[src/rtl/frb_pkg.sv]
package frb_pkg;

   typedef enum logic [2:0] {
      OP_PAYLOAD = 3'd0,
      OP_META    = 3'd1,
      OP_CMP     = 3'd2,
      OP_FASTCMP = 3'd3,
      OP_MASK    = 3'd4,
      OP_VERDICT = 3'd5,
      OP_OTHER   = 3'd6
   } op_type;

   typedef enum logic [2:0] {
      CMP_EQ  = 3'd0,
      CMP_NEQ = 3'd1,
      CMP_LT  = 3'd2,
      CMP_LTE = 3'd3,
      CMP_GT  = 3'd4,
      CMP_GTE = 3'd5
   } cmp_kind_type;

   typedef enum logic [2:0] {
      FLD_SADDR     = 3'd0,
      FLD_DADDR     = 3'd1,
      FLD_SPORT     = 3'd2,
      FLD_DPORT     = 3'd3,
      FLD_PROTO     = 3'd4,
      FLD_BOTHPORTS = 3'd5,
      FLD_UNKNOWN   = 3'd7
   } field_type;

   typedef enum logic [2:0] {
      PS_START      = 3'd0,
      PS_NEXT_LOAD  = 3'd1,
      PS_PAYLOAD    = 3'd2,
      PS_META       = 3'd3,
      PS_END        = 3'd4,
      PS_UNEXPECTED = 3'd5
   } parse_state_type;

   localparam logic [1:0] BASE_LINK      = 2'd0;
   localparam logic [1:0] BASE_NETWORK   = 2'd1;
   localparam logic [1:0] BASE_TRANSPORT = 2'd2;

   localparam logic [7:0] OFF_SADDR = 8'd12;
   localparam logic [7:0] OFF_DADDR = 8'd16;
   localparam logic [7:0] OFF_PROTO = 8'd9;
   localparam logic [7:0] OFF_SPORT = 8'd0;
   localparam logic [7:0] OFF_DPORT = 8'd2;
   localparam logic [7:0] LEN_PORT  = 8'd2;
   localparam logic [7:0] LEN_BOTH  = 8'd4;

   localparam logic [1:0] STATUS_OK      = 2'd0;
   localparam logic [1:0] STATUS_ORDER   = 2'd1;
   localparam logic [1:0] STATUS_UNSUPP  = 2'd2;

   typedef struct packed {
      parse_state_type parse_state;
      field_type       selected_field;
      logic            meta_key_ok;
      logic [31:0]     held_mask;
      logic [31:0]     saddr_low;
      logic [31:0]     saddr_high;
      logic [31:0]     daddr_low;
      logic [31:0]     daddr_high;
      logic [15:0]     sport_low;
      logic [15:0]     sport_high;
      logic [15:0]     dport_low;
      logic [15:0]     dport_high;
      logic [7:0]      proto_low;
      logic [7:0]      proto_high;
      logic [63:0]     rule_priority;
      logic [1:0]      fault_code;
   } rule_state_type;

   typedef struct packed {
      op_type       op;
      logic         first;
      logic [63:0]  handle;
      logic [1:0]   header_base;
      logic [7:0]   header_offset;
      logic [7:0]   load_length;
      cmp_kind_type cmp_kind;
      logic [31:0]  compare_value;
      logic [31:0]  mask_word;
      logic         meta_is_l4proto;
   } rule_item_type;

   function automatic rule_state_type cleared_state(input logic [63:0] prio);
      rule_state_type s;
      s.parse_state    = PS_START;
      s.selected_field = FLD_UNKNOWN;
      s.meta_key_ok    = 1'b0;
      s.held_mask      = '0;
      s.saddr_low      = '0;
      s.saddr_high     = '1;
      s.daddr_low      = '0;
      s.daddr_high     = '1;
      s.sport_low      = '0;
      s.sport_high     = '1;
      s.dport_low      = '0;
      s.dport_high     = '1;
      s.proto_low      = '0;
      s.proto_high     = '0;
      s.rule_priority  = prio;
      s.fault_code     = STATUS_OK;
      return s;
   endfunction

endpackage

[src/rtl/frb_step.sv]
// Next rule state for one expression.
module frb_step (
   input  frb_pkg::rule_state_type cur,
   input  frb_pkg::rule_item_type  item,
   output frb_pkg::rule_state_type nxt
);

   frb_pkg::rule_state_type base;
   frb_pkg::field_type      decoded;
   frb_pkg::cmp_kind_type   kind;
   logic                    cmp_en;
   logic                    raise_order;
   logic                    raise_unsupp;
   logic                    lo_wr;
   logic                    hi_wr;
   logic [31:0]             v;
   logic [31:0]             lo_val;
   logic [31:0]             hi_val;
   logic                    prefix;

   always_comb begin
      decoded = frb_pkg::FLD_UNKNOWN;
      if (item.header_base == frb_pkg::BASE_NETWORK) begin
         if (item.header_offset == frb_pkg::OFF_SADDR) begin
            decoded = frb_pkg::FLD_SADDR;
         end else if (item.header_offset == frb_pkg::OFF_DADDR) begin
            decoded = frb_pkg::FLD_DADDR;
         end else if (item.header_offset == frb_pkg::OFF_PROTO) begin
            decoded = frb_pkg::FLD_PROTO;
         end
      end else if (item.header_base == frb_pkg::BASE_TRANSPORT) begin
         if (item.header_offset == frb_pkg::OFF_DPORT) begin
            decoded = frb_pkg::FLD_DPORT;
         end else if (item.header_offset == frb_pkg::OFF_SPORT) begin
            if (item.load_length == frb_pkg::LEN_PORT) begin
               decoded = frb_pkg::FLD_SPORT;
            end else if (item.load_length == frb_pkg::LEN_BOTH) begin
               decoded = frb_pkg::FLD_BOTHPORTS;
            end
         end
      end
   end

   always_comb begin
      base = item.first ? frb_pkg::cleared_state(item.handle) : cur;
      nxt          = base;
      cmp_en       = 1'b0;
      kind         = item.cmp_kind;
      raise_order  = 1'b0;
      raise_unsupp = 1'b0;

      case (base.parse_state)
         frb_pkg::PS_START, frb_pkg::PS_NEXT_LOAD, frb_pkg::PS_PAYLOAD: begin
            if (base.parse_state == frb_pkg::PS_NEXT_LOAD &&
                item.op == frb_pkg::OP_VERDICT) begin
               nxt.parse_state = frb_pkg::PS_END;
            end else if (base.parse_state == frb_pkg::PS_PAYLOAD &&
                         item.op == frb_pkg::OP_CMP) begin
               cmp_en = 1'b1;
            end else if (base.parse_state == frb_pkg::PS_PAYLOAD &&
                         item.op == frb_pkg::OP_FASTCMP) begin
               cmp_en          = 1'b1;
               kind            = frb_pkg::CMP_EQ;
               nxt.parse_state = frb_pkg::PS_NEXT_LOAD;
            end else if (base.parse_state == frb_pkg::PS_PAYLOAD &&
                         item.op == frb_pkg::OP_MASK) begin
               nxt.held_mask = item.mask_word;
            end else if (item.op == frb_pkg::OP_PAYLOAD) begin
               nxt.selected_field = decoded;
               raise_unsupp       = (decoded == frb_pkg::FLD_UNKNOWN);
               nxt.parse_state    = frb_pkg::PS_PAYLOAD;
            end else if (item.op == frb_pkg::OP_META) begin
               nxt.meta_key_ok = item.meta_is_l4proto;
               nxt.parse_state = frb_pkg::PS_META;
            end else begin
               raise_order     = 1'b1;
               nxt.parse_state = frb_pkg::PS_UNEXPECTED;
            end
         end
         frb_pkg::PS_META: begin
            if (item.op == frb_pkg::OP_FASTCMP) begin
               if (base.meta_key_ok) begin
                  nxt.proto_low  = item.compare_value[31:24];
                  nxt.proto_high = item.compare_value[31:24];
               end else begin
                  raise_unsupp = 1'b1;
               end
               nxt.parse_state = frb_pkg::PS_NEXT_LOAD;
            end else begin
               raise_order     = 1'b1;
               nxt.parse_state = frb_pkg::PS_UNEXPECTED;
            end
         end
         default: begin
         end
      endcase

      // first fault wins
      if (base.fault_code == frb_pkg::STATUS_OK) begin
         if (raise_order) begin
            nxt.fault_code = frb_pkg::STATUS_ORDER;
         end else if (raise_unsupp) begin
            nxt.fault_code = frb_pkg::STATUS_UNSUPP;
         end
      end

      // bound update for the selected field
      prefix = (base.selected_field == frb_pkg::FLD_SADDR ||
                base.selected_field == frb_pkg::FLD_DADDR) && base.held_mask != '0;
      case (base.selected_field)
         frb_pkg::FLD_SPORT, frb_pkg::FLD_DPORT: v = {16'd0, item.compare_value[31:16]};
         frb_pkg::FLD_PROTO:                     v = {24'd0, item.compare_value[31:24]};
         default:                                v = item.compare_value;
      endcase
      lo_wr  = 1'b0;
      hi_wr  = 1'b0;
      lo_val = v;
      hi_val = v;
      if (prefix) begin
         lo_wr  = 1'b1;
         hi_wr  = 1'b1;
         lo_val = item.compare_value + 32'd1;
         hi_val = item.compare_value + ~base.held_mask;
      end else begin
         case (kind)
            frb_pkg::CMP_EQ: begin
               lo_wr = 1'b1;
               hi_wr = 1'b1;
            end
            frb_pkg::CMP_LT: begin
               hi_wr  = 1'b1;
               hi_val = v - 32'd1;
            end
            frb_pkg::CMP_LTE: hi_wr = 1'b1;
            frb_pkg::CMP_GT: begin
               lo_wr  = 1'b1;
               lo_val = v + 32'd1;
            end
            frb_pkg::CMP_GTE: lo_wr = 1'b1;
            default: begin
            end
         endcase
      end

      if (cmp_en) begin
         case (base.selected_field)
            frb_pkg::FLD_BOTHPORTS: begin
               nxt.sport_low  = item.compare_value[31:16];
               nxt.sport_high = item.compare_value[31:16];
               nxt.dport_low  = item.compare_value[15:0];
               nxt.dport_high = item.compare_value[15:0];
            end
            frb_pkg::FLD_SADDR: begin
               if (lo_wr) nxt.saddr_low  = lo_val;
               if (hi_wr) nxt.saddr_high = hi_val;
               if (prefix) nxt.held_mask = '0;
            end
            frb_pkg::FLD_DADDR: begin
               if (lo_wr) nxt.daddr_low  = lo_val;
               if (hi_wr) nxt.daddr_high = hi_val;
               if (prefix) nxt.held_mask = '0;
            end
            frb_pkg::FLD_SPORT: begin
               if (lo_wr) nxt.sport_low  = lo_val[15:0];
               if (hi_wr) nxt.sport_high = hi_val[15:0];
            end
            frb_pkg::FLD_DPORT: begin
               if (lo_wr) nxt.dport_low  = lo_val[15:0];
               if (hi_wr) nxt.dport_high = hi_val[15:0];
            end
            frb_pkg::FLD_PROTO: begin
               if (lo_wr) nxt.proto_low  = lo_val[7:0];
               if (hi_wr) nxt.proto_high = hi_val[7:0];
            end
            default: begin
            end
         endcase
      end
   end

endmodule

[src/rtl/filter_rule_range_builder_core.sv]
// A transaction accepted with req_last set shows its result in the next cycle.
// Throughput: one expression per cycle; req_stall is raised only while a result
// sits in the output register and rsp_stall holds it there.
// Reset (synchronous, active high): open address/port ranges, a zero protocol range,
// the parser to its start state, priority and status to zero, no result pending.
module filter_rule_range_builder_core (
   input  logic        clock,
   input  logic        reset,
   input  logic        req_valid,
   output logic        req_stall,
   input  logic [2:0]  req_op,
   input  logic        req_first,
   input  logic        req_last,
   input  logic [63:0] req_handle,
   input  logic [1:0]  req_header_base,
   input  logic [7:0]  req_header_offset,
   input  logic [7:0]  req_load_length,
   input  logic [2:0]  req_cmp_kind,
   input  logic [31:0] req_compare_value,
   input  logic [31:0] req_mask_word,
   input  logic        req_meta_is_l4proto,
   output logic        rsp_valid,
   input  logic        rsp_stall,
   output logic [31:0] rsp_saddr_low,
   output logic [31:0] rsp_saddr_high,
   output logic [31:0] rsp_daddr_low,
   output logic [31:0] rsp_daddr_high,
   output logic [15:0] rsp_sport_low,
   output logic [15:0] rsp_sport_high,
   output logic [15:0] rsp_dport_low,
   output logic [15:0] rsp_dport_high,
   output logic [7:0]  rsp_proto_low,
   output logic [7:0]  rsp_proto_high,
   output logic [63:0] rsp_priority_res,
   output logic [1:0]  rsp_status
);

   frb_pkg::rule_state_type state_ff;
   frb_pkg::rule_state_type state_in;
   frb_pkg::rule_state_type box_ff;
   frb_pkg::rule_item_type  item;
   logic                    rsp_valid_ff;
   logic                    rsp_valid_in;
   logic                    accept;

   assign req_stall = rsp_valid_ff & rsp_stall;
   assign accept    = req_valid & ~req_stall;

   always_comb begin
      item.op              = frb_pkg::op_type'(req_op);
      item.first           = req_first;
      item.handle          = req_handle;
      item.header_base     = req_header_base;
      item.header_offset   = req_header_offset;
      item.load_length     = req_load_length;
      item.cmp_kind        = frb_pkg::cmp_kind_type'(req_cmp_kind);
      item.compare_value   = req_compare_value;
      item.mask_word       = req_mask_word;
      item.meta_is_l4proto = req_meta_is_l4proto;
   end

   frb_step u_step (
      .cur  (state_ff),
      .item (item),
      .nxt  (state_in)
   );

   always_comb begin
      rsp_valid_in = rsp_valid_ff & rsp_stall;
      if (accept && req_last) begin
         rsp_valid_in = 1'b1;
      end
   end

   always_ff @(posedge clock) begin
      if (reset) begin
         state_ff     <= frb_pkg::cleared_state(64'd0);
         rsp_valid_ff <= 1'b0;
      end else begin
         if (accept) begin
            state_ff <= state_in;
         end
         rsp_valid_ff <= rsp_valid_in;
      end
   end

   always_ff @(posedge clock) begin
      if (accept && req_last) begin
         box_ff <= state_in;
      end
   end

   assign rsp_valid        = rsp_valid_ff;
   assign rsp_saddr_low    = box_ff.saddr_low;
   assign rsp_saddr_high   = box_ff.saddr_high;
   assign rsp_daddr_low    = box_ff.daddr_low;
   assign rsp_daddr_high   = box_ff.daddr_high;
   assign rsp_sport_low    = box_ff.sport_low;
   assign rsp_sport_high   = box_ff.sport_high;
   assign rsp_dport_low    = box_ff.dport_low;
   assign rsp_dport_high   = box_ff.dport_high;
   assign rsp_proto_low    = box_ff.proto_low;
   assign rsp_proto_high   = box_ff.proto_high;
   assign rsp_priority_res = box_ff.rule_priority;
   assign rsp_status       = box_ff.fault_code;

endmodule

[config.mk]
export PLATFORM = sky130hd
export DESIGN_NAME = filter_rule_range_builder_core
export DESIGN_NICKNAME = d
export VERILOG_FILES = /design/src/rtl/frb_pkg.sv /design/src/rtl/frb_step.sv /design/src/rtl/filter_rule_range_builder_core.sv
export SDC_FILE = /design/constraint.sdc
export NUM_CORES = 1
export LEC_CHECK = 0
export BUFFER_PORTS_ARGS = -buffer_cell sky130_fd_sc_hd__buf_2
export CORE_MARGIN = 5
export CORE_UTILIZATION = 39
export CTS_CLUSTER_DIAMETER = 60
export DETAILED_ROUTE_END_ITERATION = 8
export MAX_ROUTING_LAYER = met4
export PLACE_DENSITY_LB_ADDON = 0.08
export SLEW_MARGIN = 30
export SYNTH_ARGS = -nofsm -noshare
export SYNTH_HDL_FRONTEND = slang
export SYNTH_HIERARCHICAL = 1
export SYNTH_SLANG_ARGS = --single-unit
export TNS_END_PERCENT = 50
[constraint.sdc]
create_clock -name clock -period 16.89 [get_ports clock]
set_input_delay 0.8445 -clock clock [delete_from_list [all_inputs] [get_ports clock]]
set_output_delay 0.8445 -clock clock [all_outputs]
set_load 0.005 [all_outputs]
==> results.ini, run 1 <==
[global_routing]
grt_pass1_vias=25900
grt_max_degree=248
grt_pass1_wl_um=164000
initial_antenna_violation_count=25
overflow=0
globalRouteTotalUtil_pct=25.1

[synthesis]
synth.yosys.warnings=6
postSynthRegisterBits=588
asyncSetResetFlopFracSynth_pct=0
synth_flop_cell=sky130_fd_sc_hd__dfxtp_1
synth_edf_count=274
synthDominantAreaCellType=sky130_fd_sc_hd__edfxtp_1
synth_cells=3360
syn_avg_cell_area_um2=9.51
synth-seq-area-share_pct=45.4
synth_commonest_cells=sky130_fd_sc_hd__nand2b_1 (432), sky130_fd_sc_hd__nor2_1 (404), sky130_fd_sc_hd__mux2i_1 (318)
synth.most_common_cell=sky130_fd_sc_hd__nand2b_1
synth_top_area_share_pct=25.8
syn_area_um2=31900
synth.distinct_cells=97
syn_nets=3554
synth.area.top_cells=sky130_fd_sc_hd__edfxtp_1 (26%), sky130_fd_sc_hd__dfxtp_1 (20%), sky130_fd_sc_hd__mux2i_1 (10%)

[die]
die_h_um=296
std_cell_rows=105
core_area_um2=81600
dieWidth_um=296
io_pins=435
die-area_um2=87700
initial_utilization_pct=39.1

[clock_tree]
cts_root_buffer=sky130_fd_sc_hd__clkbuf_16
postCtsSetupBuffers=0
clockBufferDepth=3
cts_sinks=588
numCtsBuffers=72
cts.htree.levels=3
postCtsHoldBufs=0
clk_pin_slew_worst_paths_ns=0.06
worst_skew_pair_later_pin_latency_ns=0.62
tritoncts_clock_tree=built
post_cts_sizing_count=0

[finish]
nets=3862
synthToLayoutAreaGrowth_pct=16.3
final_std_cells_w_o_fill=4821
drive_above_1_share_pct=19.1

[worst_hold_path]
worstHoldPathType=register to register

[placement]
port_buffers=434
placement.setup.worst_slack_ns=10.97
globalplace.congestion=0.912
place.detailed.instances=4661
place.detailed.hpwl_um=78300

[sta]
final.min_clock_period_ns=5.10
max_slew.worst_pin.slew_ns=1.12
layout_setup_ws_ns=11.79
report.final.hold_viol_count=0
layout_worst_path_cycle_share_pct=30.2
grt_setup_unrepaired=no
setup_viol=0
max_freq_mhz=196
timing.setup.tns_ns=0
slew_headroom_pct=24.6
clock-skew-final_ns=0.0295
slew_violations=0

[setup_path]
arrival_ns=5.58
worstPathMaxFanout=89
timing.critical_path.to_type=register
worst-endpoint-required_ns=17.37
timing_worst_setup_path_type=primary input to register
critPathLaunchType=primary input

[detailed_routing]
final_antenna_net_count=0
wl_per_cell_um=23.3
vias=26800
post_drt_via_cell_ratio=5.56
initialDrtViolationCount=2341
route.final.wire_length_um=112000
drc=0
detail_route.first_pass.iterations=8

[power]
power.clock.fraction_pct=44.3
power.leakage_nw=13.6
worst_ir_drop_vdd_mv=0.0673
internal_power_mw=2.50
power_frac_comb_pct=10.0
power_switching_share_pct=25.6
share_seq_of_total_power_pct=45.6
switchingPower_uw=860
power_density_nw_per_um2=90.4

[job]
max_cap_viol_count=0

[run_status]
run_status=completed

[sequential cells by signal, indices dropped and copies added (netlist names)]
| name | flops |
|---|---|
| rsp_daddr_high | 32 |
| rsp_daddr_low | 32 |
| rsp_dport_high | 16 |
| rsp_dport_low | 16 |
| rsp_priority_res | 64 |
| rsp_proto_high | 8 |
| rsp_proto_low | 8 |
| rsp_saddr_high | 32 |
| rsp_saddr_low | 32 |
| rsp_sport_high | 16 |
| rsp_sport_low | 16 |
| rsp_status | 2 |
| rsp_valid | 1 |
| state_ff | 313 |
[power groups by stage]
stage                     logic, mW  clock network [mW]  registers [mW]
after global placement        0.327                   0            1.56
final                         0.337                1.49            1.53
after detailed placement      0.333                   0            1.56
after global routing          0.357                1.59            1.53
after floorplan               0.206                   0            1.57
after CTS                     0.334                1.53            1.53
[cell usage in the layout (no fill, tap or decap), drive strengths merged, types with 40 or more instances in the layout]
cell    netlist  routed
buf          92     486
nand2b      432     432
nor2        406     406
mux2i       318     318
dfxtp       314     314
edfxtp      274     274
o21ai       216     216
nand2       206     206
a21oi       171     171
clkbuf      160     106
nand3       103     103
mux2         65      65
nor3         52      52
xor2         40      40
[worst max-delay path, stage by stage]
cell                        delay [ns]
sky130_fd_sc_hd__buf_6            0.18
sky130_fd_sc_hd__clkinv_2         0.41
sky130_fd_sc_hd__buf_6            0.57
sky130_fd_sc_hd__nand2_1          0.19
sky130_fd_sc_hd__ha_1             0.45
sky130_fd_sc_hd__a21o_1           0.18
sky130_fd_sc_hd__a2bb2oi_1        0.08
sky130_fd_sc_hd__and3_1           0.17
sky130_fd_sc_hd__a311oi_1         0.64
sky130_fd_sc_hd__o41a_1           0.32
sky130_fd_sc_hd__a21oi_1          0.14
sky130_fd_sc_hd__o21ai_0          0.81
sky130_fd_sc_hd__a32o_1           0.30
sky130_fd_sc_hd__nor2_1           0.06
sky130_fd_sc_hd__nor2_1           0.11
sky130_fd_sc_hd__mux2i_1          0.08
[path summary, 6_finish.rpt]
check                           slack, ns           from  depth (start not counted)       endpoint
worst max-delay path                11.79      req_first                         16  state_ff[240]
worst min-delay path                 0.47   state_ff[35]                          2   state_ff[35]
worst min register to register       0.47   state_ff[35]                          2   state_ff[35]
worst max register to register      11.90  state_ff[309]                         17  state_ff[120]
[kinds of logic after synthesis]
kind of cell / Yosys count / synth area share, %
adders and majority gates: 35 / 1.39
and+or+nand+nor: 1339 / 21.5
AOI/OAI and AO/OA: 657 / 12.9
muxes: 383 / 12.3
DFF: 588 / 45.4
buffers and inverters: 280 / 4.34
xor gates and xnor gates: 78 / 2.16
[per-layer routing]
metal | vias to the layer above | part of all wire (%) | global-route usage [%]
met5 | - | 0 | -
met1 | 13000 | 43 | 32.4
met3 | 164 | 7.2 | 5.24
met4 | 0 | 2.9 | 7.42
met2 | 987 | 47 | 40.0
li1 | 12600 | - | -
[per-stage QoR]
step / hold WS, ns / power, mW / cell area (um^2) / utilization, %
final: 0.471 / 3.36 / 37100 / 45.5
after global routing: 0.486 / 3.48 / 37100 / 45.5
after CTS: 0.474 / 3.40 / 37000 / 45.3
after detailed placement: 0.463 / 1.89 / 34700 / 42.6
after global placement: 0.455 / 1.89 / 34600 / 42.4
after floorplan: 0.444 / 1.78 / 31900 / -
[area by class of cell]
cell class                      instances  area (um^2)
Fill cell                            7829        44400
Multi-Input combinational cell       2492        16100
Sequential cell                       588        14500
Timing Repair Buffer                  486         2720
Clock buffer                          106         2020
Tap cell                             1070         1340
Clock inverter                         27          233
Inverter                               28          106
Antenna cell                           24         60.1
Power figures use the tool's default switching activity.
==> inputs of run 2 (changes only) <==
==> constraint.sdc (replaced) <==
create_clock -name clock -period 4.9 [get_ports clock]
set_input_delay 0.245 -clock clock [delete_from_list [all_inputs] [get_ports clock]]
set_output_delay 0.245 -clock clock [all_outputs]
set_load 0.005 [all_outputs]
==> run 2 against run 1 <==
Effect of this change: critical path depth shrank 3; critical path type is now register to register; final area grew 3.2%; sequential share of layout area is 1.2 points lower; utilization is 1.5 points higher; worst hold slack worse by 0.43 ns; non-clock buffer count up 125; first-iteration DRC count increased by 6.1%; register-to-register slack worse by 12 ns; sequential cell count did not move; largest cell class unchanged; total power rose to 3.6 times the previous value; clock power rose to 3.7 times the previous value; clock skew barely moved.
==> results.ini, run 2 (synthesis gave the netlist of run 1 again) <==
[die]
die_h_um=296
std_cell_rows=105
die-area_um2=87700
io_pins=435
core_area_um2=81600
initial_utilization_pct=39.1
dieWidth_um=296

[finish]
ff_latch_area_um2=14500
largest_register_ff_count=313
multi_input_comb_area_um2=16100
final_std_cells_w_o_fill=4940
nets=3988
mostFrequentLayoutCells=sky130_fd_sc_hd__nand2b_1 (432), sky130_fd_sc_hd__buf_2 (432), sky130_fd_sc_hd__nor2_1 (401)
layout.cell_area.non_filler_um2=38300
final_core_util_pct=47.0
synthToLayoutAreaGrowth_pct=20.0
registers.top_by_ff_count=state_ff
fill_cells=7723
drive_above_1_share_pct=19.9

[placement]
port_buffers=434
placement.setup.worst_slack_ns=0.440
globalplace.congestion=0.949
place.detailed.instances=4722
place.detailed.hpwl_um=82400
dpl-instance-area_um2=35200

[sta]
setup_viol=0
timing.setup.tns_ns=0
timing.hold.ws_ns=0.0430
grt_setup_unrepaired=no
max_freq_mhz=217
final.min_clock_period_ns=4.60
clock-skew-final_ns=0.0296
slew_violations=0
max_slew.worst_pin.slew_ns=1.06
slew_headroom_pct=29.5
layout_setup_ws_ns=0.301
layout_worst_path_cycle_share_pct=93.9
report.final.hold_viol_count=0

[detailed_routing]
final_antenna_net_count=0
vias=27500
wl_per_cell_um=23.5
post_drt_via_cell_ratio=5.56
drc=0
route.final.wire_length_um=116000
detail_route.first_pass.iterations=7
initialDrtViolationCount=2483

[clock_tree]
clk_pin_slew_worst_paths_ns=0.06
postCtsSetupBuffers=0
cts_root_buffer=sky130_fd_sc_hd__clkbuf_16
cts_sinks=588
worst_skew_pair_later_pin_latency_ns=0.62
numCtsBuffers=73
tritoncts_clock_tree=built
clockBufferDepth=3
cts.htree.levels=3

[setup_path]
critical_path.max_stage_delay_ns=0.68
critPathLaunchType=register
arrival_ns=5.09
cpMaxStageDelayCell=sky130_fd_sc_hd__dfxtp_1
path_cells=buf_4 -> or3b_1 -> o22a_1 -> a222oi_1 -> nand4_1 -> nor3_4 -> a31o_2 -> mux2i_1 -> a311oi_1 -> buf_4 -> o21ai_0 -> nor2_1 -> mux2i_1
worst-endpoint-required_ns=5.39
timing_worst_setup_path_type=register to register
worstPathMaxFanout=24
timing.critical_path.to_type=register
timing.reg2reg.worst_path_depth=13

[job]
max_cap_viol_count=0

[worst_hold_path]
worstHoldPathType=primary input to register
hold_path_depth=4

[power]
power.total_mw=12.0
power.leakage_nw=14.2
power_density_nw_per_um2=313
worst_ir_drop_vdd_mv=0.258

[global_routing]
initial_antenna_violation_count=19
globalRouteTotalUtil_pct=26.2
grt_pass1_vias=26700
grt_max_degree=173
grt_pass1_wl_um=172000
overflow=0

[run_status]
run_status=completed

-- run 2: final timing paths --
| check | from | end | slack, ns |
|---|---|---|---|
| setup / recovery | state_ff[308] | state_ff[177] | 0.30 |
| hold / removal | req_mask_word[3] | state_ff[277] | 0.04 |
| setup reg to reg | state_ff[308] | state_ff[177] | 0.30 |
| hold reg to reg | state_ff[6] | state_ff[6] | 0.47 |
-- run 2: metal layers --
layer	global-route usage (%)	up-vias	part of all wire, %
li1	-	12900	-
met1	34.8	13400	44
met2	40.8	994	46
met3	5.16	190	7.2
met4	8.28	0	3.3
met5	-	-	0
-- run 2: worst max-delay path, delay by kind of cell (launching register included) --
family,cells,cell delay (ns)
flip-flops,1,0.68
AO/OA/AOI/OAI,5,1.55
AND/OR/NAND/NOR,4,1.50
multiplexers,2,0.15
buffers and inverters,2,0.59
-- run 2: area by class of cell --
cell class | instances | share of cell area (%)
multi-input cells | 2492 | 42.0
well taps | 1070 | 3.49
clock inverters | 36 | 1.18
repair buffers | 611 | 9.93
clock buffers | 97 | 5.11
diodes | 18 | 0.117
flip-flops and latches | 588 | 37.9
inverters | 28 | 0.277
-- run 2: repair_timing --
item                                    4_1_cts  5_1_grt
resized for setup                             0        0
endpoints found under the setup margin        0        0
hold endpoints to repair                     65        0
hold buffers                                 66        0
-- run 2: power by group --
part	total, mW	switching, mW	internal, mW
clock network	5.46	2.15	3.31
logic	1.25	0.774	0.472
registers	5.28	0.0456	5.23
total	12.0	2.97	9.01
